<file path="src/sv/tcw_pkg.sv">
`default_nettype none

package tcw_pkg;

   // field widths of the stream words
   localparam int CMD_W       = 1;
   localparam int CHAR_W      = 8;
   localparam int IDX_W       = 11;
   localparam int CUR_W       = 11;
   localparam int DATA_W      = 16;
   localparam int ATTR_W      = 8;
   localparam int REQ_TDATA_W = 24;
   localparam int RSP_TDATA_W = 32;
   localparam int CSR_INDEX_W = 1;

   // commands
   localparam logic [CMD_W-1:0] CMD_PUT  = 1'b0;
   localparam logic [CMD_W-1:0] CMD_READ = 1'b1;

   // control characters
   localparam logic [CHAR_W-1:0] CODE_TAB     = 8'd9;
   localparam logic [CHAR_W-1:0] CODE_NEWLINE = 8'd10;
   localparam logic [CHAR_W-1:0] CHAR_BLANK   = 8'h00;

   // register indexes
   localparam logic [CSR_INDEX_W-1:0] REG_TEXT_ATTR  = 1'b0;
   localparam logic [CSR_INDEX_W-1:0] REG_BLANK_ATTR = 1'b1;

   localparam logic [ATTR_W-1:0] TEXT_ATTR_RESET  = 8'd7;
   localparam logic [ATTR_W-1:0] BLANK_ATTR_RESET = 8'd0;

   // cursor update requested by the sequencer
   typedef enum logic [1:0] {
      CUR_HOLD,
      CUR_STEP,
      CUR_NEWLINE,
      CUR_HOME_LAST
   } cur_op_type;

endpackage

`default_nettype wire

</file>
<file path="src/sv/tcw_cursor.sv">
`default_nettype none

module tcw_cursor #(
   parameter int WIDTH       = 80,
   parameter int HEIGHT      = 25,
   parameter int TAB_ADVANCE = 8,
   localparam int NCELLS     = WIDTH * HEIGHT,
   localparam int POS_W      = $clog2(NCELLS + WIDTH + TAB_ADVANCE)
) (
   input  wire                   clock,
   input  wire                   reset,
   input  tcw_pkg::cur_op_type   op,
   output logic [POS_W-1:0]      pos,
   output logic                  past_end
);
   import tcw_pkg::*;

   localparam int COL_W = $clog2(WIDTH);

   logic [COL_W-1:0] col_ff, col_in;
   logic [POS_W-1:0] pos_ff, pos_in;

   always_comb begin
      col_in = col_ff;
      pos_in = pos_ff;
      case (op)
         CUR_STEP: begin
            // one column forward; linear position always grows by one
            if (col_ff == COL_W'(WIDTH - 1)) begin
               col_in = '0;
            end else begin
               col_in = col_ff + COL_W'(1);
            end
            pos_in = pos_ff + POS_W'(1);
         end
         CUR_NEWLINE: begin
            col_in = '0;
            pos_in = pos_ff - POS_W'(col_ff) + POS_W'(WIDTH);
         end
         CUR_HOME_LAST: begin
            col_in = '0;
            pos_in = POS_W'(WIDTH * (HEIGHT - 1));
         end
         default: begin
            col_in = col_ff;
            pos_in = pos_ff;
         end
      endcase
   end

   always_ff @(posedge clock) begin
      if (reset) begin
         col_ff <= '0;
         pos_ff <= '0;
      end else begin
         col_ff <= col_in;
         pos_ff <= pos_in;
      end
   end

   assign pos      = pos_ff;
   assign past_end = (pos_ff >= POS_W'(NCELLS));

endmodule

`default_nettype wire
</file>
<file path="config.mk">
export PLATFORM = sky130hd
export DESIGN_NAME = tcw_cursor
export DESIGN_NICKNAME = d
export VERILOG_FILES = /design/src/sv/tcw_pkg.sv /design/src/sv/tcw_cursor.sv
export SDC_FILE = /design/constraint.sdc
export NUM_CORES = 1
export LEC_CHECK = 0
export CAP_MARGIN = 20
export CORE_MARGIN = 2
export CORE_UTILIZATION = 50
export DETAILED_ROUTE_END_ITERATION = 10
export DONT_BUFFER_PORTS = 1
export HOLD_SLACK_MARGIN = 0.02
export PLACE_DENSITY_LB_ADDON = 0.05
export SYNTH_ARGS = -nofsm -noshare
export SYNTH_HDL_FRONTEND = slang
export SYNTH_SLANG_ARGS = --single-unit
</file>
<file path="constraint.sdc">
create_clock -name clock -period 2.1 [get_ports clock]
set_input_delay 0.105 -clock clock [delete_from_list [all_inputs] [get_ports clock]]
set_output_delay 0.105 -clock clock [all_outputs]
set_load 0.02 [all_outputs]
</file>
Yosys cells after proc, flatten, opt, wreduce, memory -nomap -nowiden
Cells that the tools add are included. W data, S select, Z words.

Mux-type cells: 3. Reductions and logical operators: 3. Order comparisons: 1. Add/subtract/negate cells: 4. Equality and inequality tests: 4.

Operator list (count): $pmux W12 S3 (1); $pmux W7 S2 (1); $add A12 B1 Y12 const B (1); $add A12 B7 Y12 const B (1); $ge A12 B11 Y1 const B (1); $sub A12 B7 Y12 (1); $add A7 B1 Y7 const B (1); $eq A7 B7 Y1 const B (1); $mux W7 (1); $eq A2 B2 Y1 const B (2); $reduce_bool A3 Y1 (1); $eq A2 B1 Y1 const B (1); $reduce_bool A2 Y1 (1); $reduce_or A2 Y1 (1).

Register bits: 19. Output and inout bits: 13. Logic and storage cells: 17.

Logic depth before layout (Yosys ltp)
Depth in word-level cells: 3. Depth in mapped cells: 11.

Worst setup path before layout
Ideal clock, no wire load.

Kind: register to register. Start: register pos_ff[1], in the netlist pos[1]. End: register pos_ff[7], in the netlist pos[7]. Arrival time: 2217 ps. Data required time: 2005 ps. Cell stages (with the launch flop): 10. Setup time: 95 ps. Setup slack: -212 ps. Cells stage by stage: dfxtp_1 -> ha_1 -> ha_1 -> inv_1 -> fa_1 -> nor2b_4 -> o31a_1 -> o31a_1 -> xnor2_1 -> a221oi_1.

Word-level cells in the longest chain between the ends: 3. Elaborated cells between the ends (all ways): 4.

Ends and longest elaborated chain: from (decl) (RTL line tcw_cursor.sv:21) `logic [POS_W-1:0] pos_ff, pos_in;`; from (signal assigned) (RTL line tcw_cursor.sv:57) `pos_ff <= pos_in;`; $sub A12 B7 Y12 (RTL line tcw_cursor.sv:38) `pos_in = pos_ff - POS_W'(col_ff) + POS_W'(WIDTH);`; $add A12 B7 Y12 (RTL line tcw_cursor.sv:38); $pmux W12 S3 (*) (RTL line tcw_cursor.sv:26) `case (op)`.

Every way passes the cells marked *; elsewhere a longest branch is shown, timed or not. A chain may end at the register's enable or synchronous reset.

Worst setup path in the final report
Same ends and word-level chain as after synthesis.

==> metrics.log <==
[metrics] run status: complete, but fails checks
[metrics] violations in the final reports: setup timing
[metrics] max frequency: 450.1 MHz
[metrics] critical path data arrival time: 2440 ps
[metrics] CTS tree: built
[metrics] critical path fanouts, max: 3
[metrics] final period utilization: 1.058
[metrics] worst ir drop on vdd: 290.7 uV
[metrics] Final Hold Violating Endpoints: 0
[metrics] I/O pin count: 17
[metrics] Detailed Routing Iterations Pass 1: 4
[metrics] HP Class: in -> reg
[metrics] final-layout worst hold slack: 22.57 ps
[metrics] Die W: 60.80 microns
[metrics] worst setup margin: -121.6 ps
[metrics] number of distinct library cell variants in the gate-level netlist after synthesis: 41
[metrics] Synth Warn #: 0
[metrics] type of element launching the critical path: register
[metrics] total of flip-flops plus latches after synthesis: 19
[metrics] via count: 1,550
[metrics] RePlAce Congestion: 0.9033
[metrics] DP Wirelength: 3354 microns
[metrics] antenna cells: 0
[metrics] placed instance area: roughly 1900 sq um
[metrics] measured slew at the worst slew-check pin: 579.6 ps
[metrics] pwr/cell area: 489.2 nW/um^2
[metrics] Leak Pwr: 0.9052 nW
[metrics] post-synthesis cell area: about 1600 sq um
[metrics] ratio of routed vias to standard cells: 5.576
[metrics] global-route wire length before repair: 7245 microns
[metrics] insertion delay of the later-clocked pin in the worst-skew pair: 320 ps
[metrics] post-synthesis sequential area ratio: 0.2358
[metrics] worst reg2reg setup slack: -120 ps
[metrics] overall track demand over capacity in global routing: 0.2680
[metrics] final global-route overflow total: 0
[metrics] syn_area_per_cell: between 8 and 9 sq um
[metrics] NumNets Final: 264
[metrics] fraction of layout cells with a size suffix above 1: 0.2821
[metrics] Max-cap violations: 0
[metrics] cell at the root of the clock tree: clkbuf_4
[metrics] cell at the slowest stage of the critical path: dfxtp_4
[metrics] cell area after layout: ~2100 sq um
[metrics] Fillers: 279
[metrics] initial antenna violation count: 0
[metrics] layout-stage area growth over the synthesis result: 29.01%
[metrics] number of antenna-violating nets in the routed design: 0
[metrics] vias in the first global route: 1,528
[metrics] maximum number of pins on one net before global-route repair: 14
[metrics] placeable core region: 3053 sq um
[metrics] Net Count, Synth: 226
[metrics] 1st-iter DRT viols: 73
[metrics] Final Critical Period: around 2200 ps
[metrics] delay of the slowest cell on the worst path: 370 ps
[metrics] Critical Path Sink Type: register
[metrics] series of cell instances along the critical path: ha_4 -> ha_4 -> inv_2 -> fa_2 -> nor2b_4 -> o31a_1 -> o31a_1 -> xnor2_1 -> a221oi_1
[metrics] count of buffers inserted at the top-level ports: 0
[metrics] Data required, critical path: between 2000 and 2500 ps
[metrics] die footprint: 3696 sq um
[metrics] clk slew on worst S/H paths: 130 ps
[metrics] relative slew slack: 0.6122
[metrics] H-tree depth reported by CTS: 1
[metrics] starting density of the core: 0.5283
[metrics] crit path kind: reg -> reg
[metrics] CTS max path bufs: 2
[metrics] height of the die: approximately 61 microns
[metrics] unrepaired setup endpoints after global routing: true
[metrics] cell count after synthesis: 197
[metrics] number of CTS-inserted buffers: 3
[metrics] max-slew violation total from the final report: 0
[metrics] maximum clock skew at final layout: 11.37 ps
[metrics] total number of clock tree sinks: 19
[metrics] routed wire length: 4333 microns
[metrics] wire length per cell after detailed routing: 15.59 microns
[metrics] DRC errors left: 0
[metrics] number of cell rows: 20
[metrics] final setup violation count: 1
worst max-delay path: cells and delay by family (launching register included):
kind / cells / cell delay (ps)
AND/OR/NAND/NOR: 1 / 50
XOR/XNOR: 1 / 140
flip-flops: 1 / 370
AO/OA/AOI/OAI: 3 / 900
adder cells (fa/ha/maj): 3 / 610
buffers and inverters: 1 / 50
path summary, 6_finish.rpt:
| kind | startpoint | to | depth (start not counted) |
|---|---|---|---|
| setup / recovery | pos[1] | pos[7] | 9 |
| hold / removal | op[1] | pos[0] | 3 |
| setup reg to reg | pos[1] | pos[7] | 9 |
| hold reg to reg | col_ff[5] | col_ff[5] | 3 |
per-stage QoR:
step                      worst slack [ps]  instances  utilization  power [mW]  setup TNS, ps
after floorplan                     -44.76        197            -      0.6863         -44.76
after global placement              -62.39        264       0.6270      0.7795         -88.18
after detailed placement            -173.0        264       0.6270      0.7867         -289.7
after CTS                           -94.31        273       0.6557       1.000         -94.31
after global routing                -192.6        278       0.6816       1.082         -494.7
final                               -121.6        278       0.6816       1.018         -121.6
where the power goes:
| group | internal [mW] | switching [mW] |
|---|---|---|
| logic | 0.190 | 0.225 |
| registers | 0.380 | 0.0197 |
| clock network | 0.0714 | 0.132 |
repair_timing:
item	in CTS	in global routing
resized for setup	4	7
pin swaps	7	7
hold endpoints to repair	17	0
setup buffers	0	5
hold buffers	5	0
endpoints found under the setup margin	4	5
cell families (layout without fill, tap and decap cells):
logic type	count (synthesis)	in the layout	synth area share
simple gates	61	61	0.1885
compound gates	44	44	0.1901
buf+inv	26	63	0.06517
fa+ha+maj	25	25	0.1986
xor+xnor	19	19	0.1032
flops	19	19	0.2358
mux	3	3	0.01862
layout make-up:
cell class	count	area (sq um)	share of cell area
well taps	44	55.05	0.02646
repair buffers	36	282.8	0.1359
multi-input cells	152	1229	0.5905
clock inverters	1	5.005	0.002405
flip-flops and latches	19	400.4	0.1924
inverters	23	86.33	0.04149
clock buffers	3	22.52	0.01082
layout by cell type, fill, tap and decap left out, types with 3 or more instances in the layout:
cell,n
ha_1,17
dfxtp_1,11
inv_1,16
clkbuf_4,3
ha_4,7
nand4_1,3
xor2_1,4
o21ai_0,7
nor3_1,4
nand3_1,3
buf_4,31
dlygate4sd3_1,5
dfxtp_4,4
nor2_1,24
or3_1,3
a21o_1,3
nand2_1,14
inv_2,7
mux2i_1,3
a21oi_1,11
dfxtp_2,4
xnor2_1,15
cell usage after synthesis:
cell type,instances,share of area
o221ai_1,2,0.011
or2_2,1,0.0039
o31a_1,2,0.011
xor2_1,4,0.022
and4_1,1,0.0054
nand4_1,3,0.012
o21a_1,1,0.0047
buf_4,2,0.0093
xnor2_1,15,0.081
o2111ai_1,1,0.0054
inv_2,2,0.0047
a21o_1,3,0.014
inv_1,21,0.049
nand2b_1,1,0.0039
o211a_1,2,0.012
nand2_1,14,0.033
o22ai_1,1,0.0039
ha_1,24,0.19
a21oi_1,12,0.037
dfxtp_1,19,0.24
nand3_1,3,0.0093
mux2i_1,3,0.019
a41oi_1,1,0.0054
nor3_1,4,0.012
nor3b_4,1,0.012
nor2b_4,1,0.0085
nor2_1,25,0.058
or3_1,3,0.012
a211oi_1,3,0.014
nor4_1,2,0.0078
nand4_2,1,0.0078
a31oi_1,2,0.0078
o32ai_1,2,0.011
a22oi_1,1,0.0047
o21ai_0,7,0.022
fa_1,1,0.012
a311oi_1,1,0.0054
a221oi_1,2,0.011
and3_1,1,0.0039
clkbuf_1,1,0.0023
o41ai_2,1,0.010
routing by layer:
| metal | vias to the layer above | GRT usage | wire (microns) | share of wire |
|---|---|---|---|---|
| li1 | 773 | - | - | - |
| met1 | 709 | 0.3446 | 1816 | 0.42 |
| met2 | 59 | 0.4624 | 2130 | 0.49 |
| met3 | 9 | 0.02985 | 275 | 0.063 |
| met4 | 0 | 0.09627 | 111 | 0.026 |
| met5 | - | 0 | 0 | 0 |
registers in the layout, summed over array words and instances, names as in the netlist:
name and cells:
pos 12, col_ff 7
Note: power is estimated with default switching activity, not from simulation.
